## config.mk

```make
export PLATFORM = sky130hd
export DESIGN_NAME = magic_length_frame_splitter_top
export DESIGN_NICKNAME = d
export VERILOG_FILES = /design/src/design/mlfs_pkg.sv /design/src/design/magic_length_frame_splitter_top.sv /design/src/design/mlfs_front.sv /design/src/design/mlfs_queue.sv /design/src/design/mlfs_back.sv
export SDC_FILE = /design/constraint.sdc
export NUM_CORES = 1
export LEC_CHECK = 0
export ABC_AREA = 1
export BUFFER_PORTS_ARGS = -buffer_cell sky130_fd_sc_hd__clkbuf_2
export CAP_MARGIN = 25
export CORE_UTILIZATION = 56
export DETAILED_ROUTE_END_ITERATION = 16
export GPL_TIMING_DRIVEN = 0
export PLACE_DENSITY = 0.73
export RECOVER_POWER = 100
export REMOVE_ABC_BUFFERS = 1
export SKIP_CTS_REPAIR_TIMING = 1
export SLEW_MARGIN = 20
export SYNTH_ARGS = -nofsm -noshare
export SYNTH_HDL_FRONTEND = slang
export SYNTH_HIERARCHICAL = 1
export SYNTH_SLANG_ARGS = --single-unit
```

## constraint.sdc

```tcl
create_clock -name clk -period 42.2 [get_ports clk]
set_clock_uncertainty 0.15 [all_clocks]
set_input_delay 8.44 -clock clk [delete_from_list [all_inputs] [get_ports clk]]
set_output_delay 8.44 -clock clk [all_outputs]
set_load 0.05 [all_outputs]
```

## src/design/mlfs_pkg.sv

```systemverilog
// Shared types and constants for the magic-length frame splitter.
// Used by every module in the design folder; no dependencies.
package mlfs_pkg;

  localparam logic [31:0] MAGIC_WORD  = 32'h0004_C453;
  localparam int          HEADER_LEN  = 40;
  localparam int          LEN_W       = 25;
  localparam logic [LEN_W-1:0] LIMIT_RESET = 25'd16777216;
  localparam int          QUEUE_DEPTH = 2;
  localparam int          TDATA_W     = 200;
  localparam int          CFG_IDX_W   = 2;
  localparam int          CFG_DATA_W  = 32;

  typedef enum logic [1:0] {
    PH_HUNT   = 2'd0,
    PH_HEADER = 2'd1,
    PH_BODY   = 2'd2
  } phase_t;

  typedef enum logic [CFG_IDX_W-1:0] {
    CFG_FILTER_EN = 2'd0,
    CFG_WANT_HIGH = 2'd1,
    CFG_WANT_LOW  = 2'd2,
    CFG_MAX_LEN   = 2'd3
  } cfg_idx_t;

  typedef enum logic {
    KIND_HEADER = 1'b0,
    KIND_BODY   = 1'b1
  } kind_t;

  typedef struct packed {
    kind_t             kind;
    logic [31:0]       ch_high;
    logic [31:0]       ch_low;
    logic [31:0]       seq;
    logic [31:0]       tag;
    logic              comp;
    logic [LEN_W-1:0]  len;
    logic              match;
    logic [7:0]        body;
    logic              last;
    logic [31:0]       lost;
  } rec_t;

endpackage

```

## src/design/magic_length_frame_splitter_top.sv

```systemverilog
// Magic-length frame splitter: one byte beat in per cycle, one record out per
// header or body byte. An accepted byte's record goes through the queue and the
// output register; sustained rate is 1 byte per cycle while the queue is not full.
// Reset (rst_n low, synchronous) returns to hunting, clears the lost count and
// the queue, and loads register defaults. Uses mlfs_pkg, front, queue, back.
module magic_length_frame_splitter_top #(
  parameter int QUEUE_DEPTH = mlfs_pkg::QUEUE_DEPTH
) (
  input  logic                               clk,
  input  logic                               rst_n,
  input  logic                               in_tvalid,
  output logic                               in_tready,
  input  logic [7:0]                         in_tdata,   // data_byte
  output logic                               out_tvalid,
  input  logic                               out_tready,
  // channel_high, channel_low, sequence_number, time_tag, is_compressed,
  // frame_length, channel_match, body_byte, drop_count, zero pad
  output logic [mlfs_pkg::TDATA_W-1:0]       out_tdata,
  output logic                               out_tuser,  // record_kind
  output logic                               out_tlast,
  input  logic                               cfg_we,
  input  logic [mlfs_pkg::CFG_IDX_W-1:0]     cfg_index,
  input  logic [mlfs_pkg::CFG_DATA_W-1:0]    cfg_data
);

  logic           full;
  logic           byte_fire;
  logic           rec_push;
  mlfs_pkg::rec_t rec;
  logic           q_valid;
  mlfs_pkg::rec_t q_rec;
  logic           pop;

  assign in_tready = !full;
  assign byte_fire = in_tvalid && in_tready;

  mlfs_front u_front (
    .clk       (clk),
    .rst_n     (rst_n),
    .byte_fire (byte_fire),
    .byte_in   (in_tdata),
    .cfg_we    (cfg_we),
    .cfg_index (cfg_index),
    .cfg_data  (cfg_data),
    .rec_push  (rec_push),
    .rec       (rec)
  );

  mlfs_queue #(
    .DEPTH (QUEUE_DEPTH)
  ) u_queue (
    .clk      (clk),
    .rst_n    (rst_n),
    .push     (rec_push),
    .push_rec (rec),
    .full     (full),
    .pop      (pop),
    .q_valid  (q_valid),
    .q_rec    (q_rec)
  );

  mlfs_back u_back (
    .clk        (clk),
    .rst_n      (rst_n),
    .q_valid    (q_valid),
    .q_rec      (q_rec),
    .pop        (pop),
    .out_tvalid (out_tvalid),
    .out_tready (out_tready),
    .out_tdata  (out_tdata),
    .out_tuser  (out_tuser),
    .out_tlast  (out_tlast)
  );

endmodule

```

## src/design/mlfs_front.sv

```systemverilog
// Front end: hunts for the magic word, collects the header, checks length
// and emits header and body records. Depends on mlfs_pkg.
module mlfs_front (
  input  logic                                clk,
  input  logic                                rst_n,
  input  logic                                byte_fire,
  input  logic [7:0]                          byte_in,
  input  logic                                cfg_we,
  input  logic [mlfs_pkg::CFG_IDX_W-1:0]      cfg_index,
  input  logic [mlfs_pkg::CFG_DATA_W-1:0]     cfg_data,
  output logic                                rec_push,
  output mlfs_pkg::rec_t                      rec
);

  localparam int LW = mlfs_pkg::LEN_W;

  mlfs_pkg::phase_t phase_r, phase_nxt;
  logic [LW-1:0]    pos_r, pos_nxt;
  logic [31:0]      win_r, win_nxt;
  logic [2:0]       fill_r, fill_nxt;
  logic [31:0]      len_r, len_nxt;
  logic [31:0]      chh_r, chh_nxt;
  logic [31:0]      chl_r, chl_nxt;
  logic [31:0]      seq_r, seq_nxt;
  logic [31:0]      tag_r, tag_nxt;
  logic [31:0]      comp_r, comp_nxt;
  logic [31:0]      lost_r, lost_nxt;
  logic             match_r, match_nxt;

  logic             flt_en_r;
  logic [31:0]      want_hi_r;
  logic [31:0]      want_lo_r;
  logic [LW-1:0]    max_len_r;

  logic [LW-1:0]    pos_inc;
  logic [32:0]      lost_sum;
  logic [2:0]       lost_add;
  logic             last_c;

  always_ff @(posedge clk) begin
    if (!rst_n) begin
      flt_en_r  <= 1'b0;
      want_hi_r <= '0;
      want_lo_r <= '0;
      max_len_r <= mlfs_pkg::LIMIT_RESET;
    end else if (cfg_we) begin
      case (cfg_index)
        mlfs_pkg::CFG_FILTER_EN: flt_en_r  <= cfg_data[0];
        mlfs_pkg::CFG_WANT_HIGH: want_hi_r <= cfg_data;
        mlfs_pkg::CFG_WANT_LOW:  want_lo_r <= cfg_data;
        mlfs_pkg::CFG_MAX_LEN:   max_len_r <= cfg_data[LW-1:0];
        default: ;
      endcase
    end
  end

  assign pos_inc  = pos_r + LW'(1);
  assign lost_sum = {1'b0, lost_r} + 33'(lost_add);

  always_comb begin
    phase_nxt = phase_r;
    pos_nxt   = pos_r;
    win_nxt   = win_r;
    fill_nxt  = fill_r;
    len_nxt   = len_r;
    chh_nxt   = chh_r;
    chl_nxt   = chl_r;
    seq_nxt   = seq_r;
    tag_nxt   = tag_r;
    comp_nxt  = comp_r;
    match_nxt = match_r;
    lost_add  = 3'd0;
    last_c    = 1'b0;
    rec_push  = 1'b0;
    rec.kind  = mlfs_pkg::KIND_HEADER;
    rec.body  = 8'd0;

    if (byte_fire) begin
      case (phase_r)
        mlfs_pkg::PH_HEADER: begin
          if (pos_r inside {[4:7]})        len_nxt  = {len_r[23:0], byte_in};
          else if (pos_r inside {[8:11]})  chh_nxt  = {chh_r[23:0], byte_in};
          else if (pos_r inside {[12:15]}) chl_nxt  = {chl_r[23:0], byte_in};
          else if (pos_r inside {[16:19]}) seq_nxt  = {seq_r[23:0], byte_in};
          else if (pos_r inside {[24:27]}) tag_nxt  = {tag_r[23:0], byte_in};
          else if (pos_r inside {[32:35]}) comp_nxt = {comp_r[23:0], byte_in};
          pos_nxt = pos_inc;
          if (pos_r == LW'(7)) begin
            if (len_nxt < 32'(mlfs_pkg::HEADER_LEN) || len_nxt > 32'(max_len_r)) begin
              lost_add = 3'd4;
              win_nxt  = len_nxt;
              if (len_nxt == mlfs_pkg::MAGIC_WORD) begin
                pos_nxt  = LW'(4);
                fill_nxt = 3'd0;
              end else begin
                phase_nxt = mlfs_pkg::PH_HUNT;
                fill_nxt  = 3'd4;
              end
            end
          end else if (pos_r == LW'(mlfs_pkg::HEADER_LEN - 1)) begin
            last_c    = (len_r == 32'(mlfs_pkg::HEADER_LEN));
            match_nxt = !flt_en_r || (chh_r == want_hi_r && chl_r == want_lo_r);
            rec_push  = 1'b1;
            if (last_c) begin
              phase_nxt = mlfs_pkg::PH_HUNT;
              fill_nxt  = 3'd0;
              win_nxt   = '0;
            end else begin
              phase_nxt = mlfs_pkg::PH_BODY;
            end
          end
        end
        mlfs_pkg::PH_BODY: begin
          pos_nxt  = pos_inc;
          last_c   = (pos_inc >= len_r[LW-1:0]);
          rec_push = 1'b1;
          rec.kind = mlfs_pkg::KIND_BODY;
          rec.body = byte_in;
          if (last_c) begin
            phase_nxt = mlfs_pkg::PH_HUNT;
            fill_nxt  = 3'd0;
            win_nxt   = '0;
          end
        end
        default: begin
          phase_nxt = mlfs_pkg::PH_HUNT;
          if (fill_r >= 3'd4) begin
            lost_add = 3'd1;
            fill_nxt = 3'd4;
          end else begin
            fill_nxt = fill_r + 3'd1;
          end
          win_nxt = {win_r[23:0], byte_in};
          if (fill_nxt == 3'd4 && win_nxt == mlfs_pkg::MAGIC_WORD) begin
            phase_nxt = mlfs_pkg::PH_HEADER;
            pos_nxt   = LW'(4);
            fill_nxt  = 3'd0;
          end
        end
      endcase
    end

    lost_nxt = lost_sum[32] ? 32'hFFFF_FFFF : lost_sum[31:0];

    rec.ch_high = chh_r;
    rec.ch_low  = chl_r;
    rec.seq     = seq_r;
    rec.tag     = tag_r;
    rec.comp    = (comp_r == 32'd1);
    rec.len     = len_r[LW-1:0];
    rec.match   = match_nxt;
    rec.last    = last_c;
    rec.lost    = lost_r;
  end

  always_ff @(posedge clk) begin
    if (!rst_n) begin
      phase_r <= mlfs_pkg::PH_HUNT;
      pos_r   <= '0;
      win_r   <= '0;
      fill_r  <= '0;
      lost_r  <= '0;
      match_r <= 1'b0;
      len_r   <= '0;
    end else begin
      phase_r <= phase_nxt;
      pos_r   <= pos_nxt;
      win_r   <= win_nxt;
      fill_r  <= fill_nxt;
      lost_r  <= lost_nxt;
      match_r <= match_nxt;
      len_r   <= len_nxt;
    end
  end

  always_ff @(posedge clk) begin
    chh_r  <= chh_nxt;
    chl_r  <= chl_nxt;
    seq_r  <= seq_nxt;
    tag_r  <= tag_nxt;
    comp_r <= comp_nxt;
  end

  a_lost_monotonic: assert property (@(posedge clk) disable iff (!rst_n)
    1'b1 |=> lost_r >= $past(lost_r))
    else $error("lost count went down");

  a_body_pos: assert property (@(posedge clk) disable iff (!rst_n)
    phase_r == mlfs_pkg::PH_BODY |-> pos_r < len_r[LW-1:0])
    else $error("body position reached frame length");

  a_fill_range: assert property (@(posedge clk) disable iff (!rst_n)
    phase_r == mlfs_pkg::PH_HUNT |-> fill_r <= 3'd4)
    else $error("hunt window fill out of range");

endmodule

```

## src/design/mlfs_queue.sv

```systemverilog
// Short record queue between parser and output stage.
// Depends on mlfs_pkg for the record type.
module mlfs_queue #(
  parameter int DEPTH = mlfs_pkg::QUEUE_DEPTH
) (
  input  logic           clk,
  input  logic           rst_n,
  input  logic           push,
  input  mlfs_pkg::rec_t push_rec,
  output logic           full,
  input  logic           pop,
  output logic           q_valid,
  output mlfs_pkg::rec_t q_rec
);

  localparam int PW = $clog2(DEPTH);
  localparam int CW = $clog2(DEPTH + 1);

  mlfs_pkg::rec_t mem_r [DEPTH];
  logic [PW-1:0]  wr_ptr_r, rd_ptr_r;
  logic [CW-1:0]  count_r;
  logic           do_pop;

  assign full    = (count_r == CW'(DEPTH));
  assign q_valid = (count_r != '0);
  assign q_rec   = mem_r[rd_ptr_r];
  assign do_pop  = pop && q_valid;

  always_ff @(posedge clk) begin
    if (push) mem_r[wr_ptr_r] <= push_rec;
  end

  always_ff @(posedge clk) begin
    if (!rst_n) begin
      wr_ptr_r <= '0;
      rd_ptr_r <= '0;
      count_r  <= '0;
    end else begin
      if (push) wr_ptr_r <= (wr_ptr_r == PW'(DEPTH - 1)) ? '0 : wr_ptr_r + PW'(1);
      if (do_pop) rd_ptr_r <= (rd_ptr_r == PW'(DEPTH - 1)) ? '0 : rd_ptr_r + PW'(1);
      if (push && !do_pop) count_r <= count_r + CW'(1);
      else if (!push && do_pop) count_r <= count_r - CW'(1);
    end
  end

  a_no_overflow: assert property (@(posedge clk) disable iff (!rst_n)
    push |-> !full || do_pop)
    else $error("push into full queue");

  a_count_range: assert property (@(posedge clk) disable iff (!rst_n)
    1'b1 |-> count_r <= CW'(DEPTH))
    else $error("queue count out of range");

endmodule

```

## src/design/mlfs_back.sv

```systemverilog
// Back end: output register that drains the queue and packs each record
// into the master-side stream beat. Depends on mlfs_pkg.
module mlfs_back (
  input  logic                          clk,
  input  logic                          rst_n,
  input  logic                          q_valid,
  input  mlfs_pkg::rec_t                q_rec,
  output logic                          pop,
  output logic                          out_tvalid,
  input  logic                          out_tready,
  output logic [mlfs_pkg::TDATA_W-1:0]  out_tdata,
  output logic                          out_tuser,
  output logic                          out_tlast
);

  logic           valid_r;
  mlfs_pkg::rec_t rec_r;

  assign pop = q_valid && (!valid_r || out_tready);

  always_ff @(posedge clk) begin
    if (!rst_n) begin
      valid_r <= 1'b0;
    end else if (!valid_r || out_tready) begin
      valid_r <= q_valid;
    end
  end

  always_ff @(posedge clk) begin
    if (pop) rec_r <= q_rec;
  end

  assign out_tvalid = valid_r;
  assign out_tuser  = rec_r.kind;
  assign out_tlast  = rec_r.last;
  assign out_tdata  = {5'd0, rec_r.lost, rec_r.body, rec_r.match, rec_r.len,
                       rec_r.comp, rec_r.tag, rec_r.seq, rec_r.ch_low, rec_r.ch_high};

endmodule

```

---- After elaboration in Yosys (flattened, before gate mapping) ----
Memories as Yosys holds them, arrays and structs flattened. A register that Yosys moved wholly into a read port is not among the register bits.
Index checks and enable logic that the tools add are counted.
cells by class
  reductions and logical operators ........ 39
  order comparisons ....................... 16
  equality and inequality tests ........... 20
  multiply operators ...................... 0
  div/mod/pow operators ................... 0
  multiplexer cells ....................... 61
  shifts and indexed selects .............. 0
  add/subtract/negate cells ............... 7
  bitwise gates (word level) .............. 5
operators by type and width
  kind                   number
  $mux 32                4
  $mux 24                5
  $mux 25                4
  $eq 32x19->1 const B   2
  $eq 32x32->1           2
  $ge 25x4->1 const B    2
  $ge 25x5->1 const B    2
  $le 25x4->1 const B    2
  $le 25x5->1 const B    2
  $pmux 25 s2            1
  $pmux 24 s2            1
  $mux 3                 13
  $add 32x3->33          1
  $eq 32x1->1 const B    1
  $eq 32x6->1 const B    1
  $gt 32x25->1           1
  $lt 32x6->1 const B    1
  $add 25x1->25 const B  1
  $eq 25x3->1 const B    1
  $eq 25x6->1 const B    1
  $ge 25x25->1           1
  $ge 25x3->1 const B    1
  $ge 25x6->1 const B    1
  $le 25x3->1 const B    1
  32 further kinds       96
word-level totals
  memory bits (writable) .................. 394
  bits in read-only memories .............. 0
  memories ................................ 1
  flip-flop bits (word level) ............. 374
  latch bits .............................. 0
memory list
  name           words  bits a word  rd ports  clocked after memory_dff  wr ports  line              source
  u_queue.mem_r  2      197          1         1                         1         mlfs_queue.sv:19  mlfs_pkg::rec_t mem_r [DEPTH];

---- Depth between registers and ports, before layout ----
  depth in word-level cells ............... 13
  gate-level depth with buffers ........... 40
  mapped depth without buffers ............ 39

---- Cells and area by module ----
The synthesis kept the hierarchy.
by module, submodules not included
  module                           area each (µm²)  times used  cells an instance
  mlfs_front                       17411.7          1           2014
  mlfs_queue                       14983.1          1           649
  mlfs_back                        6008.3           1           210
  magic_length_frame_splitter_top  13.8             1           3

---- Worst setup path after synthesis ----
No wires, ideal clock.
  kind .................................... input to register
  from .................................... input port out_tready
  to ...................................... register u_queue.count_r[1]
  stages .................................. 10
  setup time .............................. 0.064 ns
  arrival time ............................ 19.219 ns
  setup slack ............................. 22.768 ns
  required time ........................... 41.986 ns
  cell sequence ........................... inv_2 > a21oi_1 > o21a_1 > inv_1 > ha_1 > inv_1 > nand3_1 > nand2_1 > inv_1 > nor2_1
on the way
  word-level cells in the longest chain between the ends .. 6
RTL lines
  element                                             line                                   source
  start: declaration                                  magic_length_frame_splitter_top.sv:15  input logic out_tready,
  $logic_or 1x1->1 (*)                                mlfs_back.sv:19                        assign pop = q_valid && (!valid_r || out_tready);
  $logic_and 1x1->1 (*)                               mlfs_back.sv:19
  net pop                                             magic_length_frame_splitter_top.sv:32  logic pop;
  $logic_and 1x1->1 (*)                               mlfs_queue.sv:27                       assign do_pop = pop && q_valid;
  $logic_not 1->1                                     mlfs_queue.sv:41                       if (push && !do_pop) count_r <= count_r + CW'(1);
  $logic_and 1x1->1                                   mlfs_queue.sv:41
  $mux 2 / $reduce_bool 2->1 (equally long branches)  --
  end signal: assignment                              mlfs_queue.sv:41
  end signal: assignment                              mlfs_queue.sv:42                       else if (!push && do_pop) count_r <= count_r - CW'(1);
  end: declaration                                    mlfs_queue.sv:21                       logic [CW-1:0] count_r;
The timed path passes the listed nets; every way through them passes the cells marked *.
A chain may end at the register's enable or synchronous reset.

---- Final worst setup path ----
  from .................................... input port in_tvalid
  to ...................................... memory u_queue/mem_r[1][103] (netlist name) (enable)
on the way
  word-level cells in the longest chain between the ends .. 4
RTL lines
  element                       line                                   source
  start: declaration            magic_length_frame_splitter_top.sv:11  input logic in_tvalid,
  $logic_and 1x1->1             magic_length_frame_splitter_top.sv:35  assign byte_fire = in_tvalid && in_tready;
  net byte_fire                 magic_length_frame_splitter_top.sv:27  logic byte_fire;
  $mux 1                        mlfs_front.sv:78                       if (byte_fire) begin
  net rec_push                  magic_length_frame_splitter_top.sv:28  logic rec_push;
  $mux 1                        mlfs_queue.sv:30                       if (push) mem_r[wr_ptr_r] <= push_rec;
  $mux 1 (implied by the code)  mlfs_queue.sv:30
  end: declaration              mlfs_queue.sv:19
The timed path passes the listed nets, and every way through them passes these cells.

==> metrics.yaml <==
routing:
  dr.pass1.iters: 5
  drt_iter0_drc: 2064
  drc: 0
  vias_per_cell: 5.58
  drt-total-wl_mm: 85.3
  wl_per_cell_um: 20.9
  vias: 22800
  ant_nets: 0
clock_tree:
  clk_latency_ns: 0.65
  h-tree-depth: 3
  clkSinkCount: 966
  clk_pin_slew_ns: 0.06
  cts_tree: "done"
  root_buffer: "clkbuf_16"
  cts_buffers: 93
  clk_path_buf_depth: 3
die:
  start_util_pct: 56.9
  die_h_um: 264
  die-area_um2: 69700
  rows: 95
  fp.dieW_um: 264
  io_pins: 251
  core_area_um2: 67500
cells_and_area:
  fillCellCount: 5155
  multi_input_area_um2: 9310
  num-nets-final: 3237
  postLayoutCellArea_um2: 42500
  drive_above_1_share_pct: 8.82
  syn_to_final_growth_pct: 10.6
  regArea_um2: 26900
placement:
  hpwl_mm: 58.0
  placed_area_um2: 41000
  preCtsSetupSlack_ns: 28.62
  gp_congestion: 0.895
  io_buffers: 245
setup_path:
  cp.required_ns: 42.19
  cp_slowest_stage_delay_ns: 3.49
  rr_startpoint: "u_queue/count_r[1]$_SDFFE_PN0P_"
  startpoint_type: "input port"
  crit_path_frequent_cell: "nand2_1"
  cp-end-kind: "register"
  critical_path_arrival_ns: 19.98
  timing.rr.end: "u_queue/mem_r[1][103]$_DFFE_PP_"
  slowest_stage: "clkbuf_1"
  crit_chain: "clkbuf_2 -> inv_1 -> nor2_1 -> nand2_1 -> clkinv_1 -> nand2_1 -> a21oi_1 -> nand2_1 -> clkinvlp_2 -> clkbuf_1 -> clkbuf_1"
  critPathMaxFanout: 80
  crit_type: "input port to register"
  reg2regPathDepth: 11
  reg2reg_slack_ns: 29.62
hold_path:
  min_path_type: "register to register"
  hold_end: "u_queue/mem_r[0][127]$_DFFE_PP_"
  hp-start: "u_front/seq_r[27]$_DFFE_PP_"
  worstHoldPathCells: 0
sta:
  fmax_mhz: 50.0
  setup_violations: 0
  slew_headroom_pct: -252
  worst_slew_pin_slew_ns: 5.28
  drv_slew: 609
  setup_tns_ns: 0
  hold_violations: 0
  period_needed_ns: 19.98
  period_share_pct: 47.4
  fin_ws_ns: 22.22
  grt_setup_unrepaired: "false"
logic_synthesis:
  synthMuxAreaShare_pct: 7.04
  synth_warnings: 6
  synth_top_family_by_area: "simple AND/OR/NAND/NOR gates"
  synth-simple-area-share_pct: 9.21
  postSynthRegisterBits: 966
  synth-compound-area-share_pct: 4.97
  async_flop_share_pct: 0
  dominantRegCellSynth: "edfxtp_1"
  synth_cell_type_count: 54
  syn_area_per_cell_um2: 13.4
  synthCells: 2876
  synth_area_um2: 38400
  synth_edf_count: 751
  synth_xor_area_share_pct: 2.21
  synth_fa_ha_area_share_pct: 1.95
  yosysSeqAreaShare_pct: 69.9
power:
  powerDensity_nw_per_um2: 52.1
  p_leak_nw: 15.5
  irDropWorstVdd_uv: 32.5
global_routing:
  grt_pass1_vias: 22500
  grt_max_degree: 137
  grt_antenna_before_repair: 4
  grt_usage_pct: 24.2
  gr-total-overflow: 0
  grt_pass1_wl_mm: 129
status:
  violations: "max-capacitance violations, max-slew violations"
  status: "finished with violations"
job:
  maxCapViolCount: 13
state kept, by name, indices dropped and copies added (netlist names), 3 cells and up, named ones only:
register           count
u_queue/mem_r        394
u_back/out_tdata     195
u_front/chh_r         32
u_front/chl_r         32
u_front/comp_r        32
u_front/len_r         32
u_front/lost_r        32
u_front/seq_r         32
u_front/tag_r         32
u_front/want_hi_r     32
u_front/want_lo_r     32
u_front/max_len_r     25
u_front/pos_r         25
u_front/win_r         24
u_front/fill_r         3
through the flow:
| stage | hold WS, ns | total power, mW | std cells | util (%) |
|---|---|---|---|---|
| after floorplan | 0.268 | 1.32 | 2745 | - |
| after global placement | 0.271 | 1.41 | 3863 | 59.1 |
| after detailed placement | 0.281 | 1.42 | 3908 | 60.7 |
| after CTS | 0.291 | 2.24 | 4081 | 65.2 |
| after global routing | 0.307 | 2.30 | 4082 | 62.9 |
| final | 0.291 | 2.21 | 4082 | 62.9 |
cell type report:
type | count | area share [%]
inverter | 261 | 2.32
timing repair buffer | 290 | 2.74
clock inverter | 56 | 1.33
sequential | 966 | 63.2
antenna | 1 | 0.00589
clock buffer | 117 | 5.88
multi-input combinational | 1518 | 21.9
tap | 873 | 2.57
critical path: cells and delay by family:
| kind | cells | cell delay (ns) |
|---|---|---|
| buffers and inverters | 6 | 9.04 |
| AND/OR/NAND/NOR | 4 | 1.79 |
| AO/OA/AOI/OAI | 1 | 0.46 |
layout by cell type, fill, tap and decap left out, drive strengths merged, types with 2 or more instances in the layout:
master / Yosys / final
clkinv: 4 / 44
edfxtp: 751 / 751
a31oi: 2 / 2
nand2: 272 / 272
a21oi: 122 / 122
a211oi: 2 / 2
bufinv: 0 / 8
o21ai: 192 / 192
o21a: 4 / 4
conb: 1 / 5
xor2: 37 / 37
o211ai: 11 / 11
nor4: 33 / 33
mux2: 197 / 197
clkinvlp: 0 / 9
and3: 4 / 4
nand3: 74 / 74
clkbuf: 61 / 403
nor2: 313 / 313
inv: 257 / 256
a22o: 2 / 2
nor3: 26 / 26
o22ai: 17 / 17
nor3b: 3 / 3
dfxtp: 215 / 215
xnor2: 60 / 60
ha: 60 / 60
nand4: 70 / 70
buf: 74 / 4
power by group:
group	switching, mW	internal, mW	total [mW]
Clock	0.352	0.472	0.824
Sequential	0.0216	1.06	1.08
Combinational	0.228	0.0811	0.309
Total	0.602	1.61	2.21
metal layers:
metal  up-vias  global-route usage [%]  part of all wire (%)
met5         -                       0                     0
met4         0                    8.09                   3.0
met3       162                    3.50                   5.6
met2       834                    40.8                    49
met1     11200                    32.3                    42
li1      10600                       -                     -
cell families (layout without fill, tap and decap cells):
kind of cell,Yosys count,after routing
AO/OA/AOI/OAI,360,360
multiplexers,197,197
buffers and inverters,396,724
other,1,6
flip-flops,966,966
adder cells (fa/ha/maj),60,60
XOR/XNOR,97,97
AND/OR/NAND/NOR,799,799
synth_stat cells (all sizes together), types with 60 or more instances:
cell type,number,area share (%)
a21oi,122,1.6
buf,74,1.5
clkbuf,61,0.60
dfxtp,215,11
edfxtp,751,59
ha,60,2.0
inv,257,2.5
mux2,197,7.0
nand2,272,2.8
nand3,74,0.98
nand4,70,1.2
nor2,313,3.2
o21ai,192,2.5
xnor2,60,1.4
how the worst max path moves through the flow:
stage	startpoint	end
2_1_floorplan	out_tready	u_queue/count_r[1]$_SDFFE_PN0P_
3_3_place_gp	in_tvalid	u_queue/mem_r[0][126]$_DFFE_PP_
3_5_place_dp	in_tdata[3]	u_front/lost_r[28]$_SDFF_PN0_
4_1_cts	in_tdata[3]	u_front/lost_r[29]$_SDFF_PN0_
5_1_grt	in_tvalid	u_queue/mem_r[1][105]$_DFFE_PP_
6_report	in_tvalid	u_queue/mem_r[1][103]$_DFFE_PP_
Power figures use the tool's default switching activity.
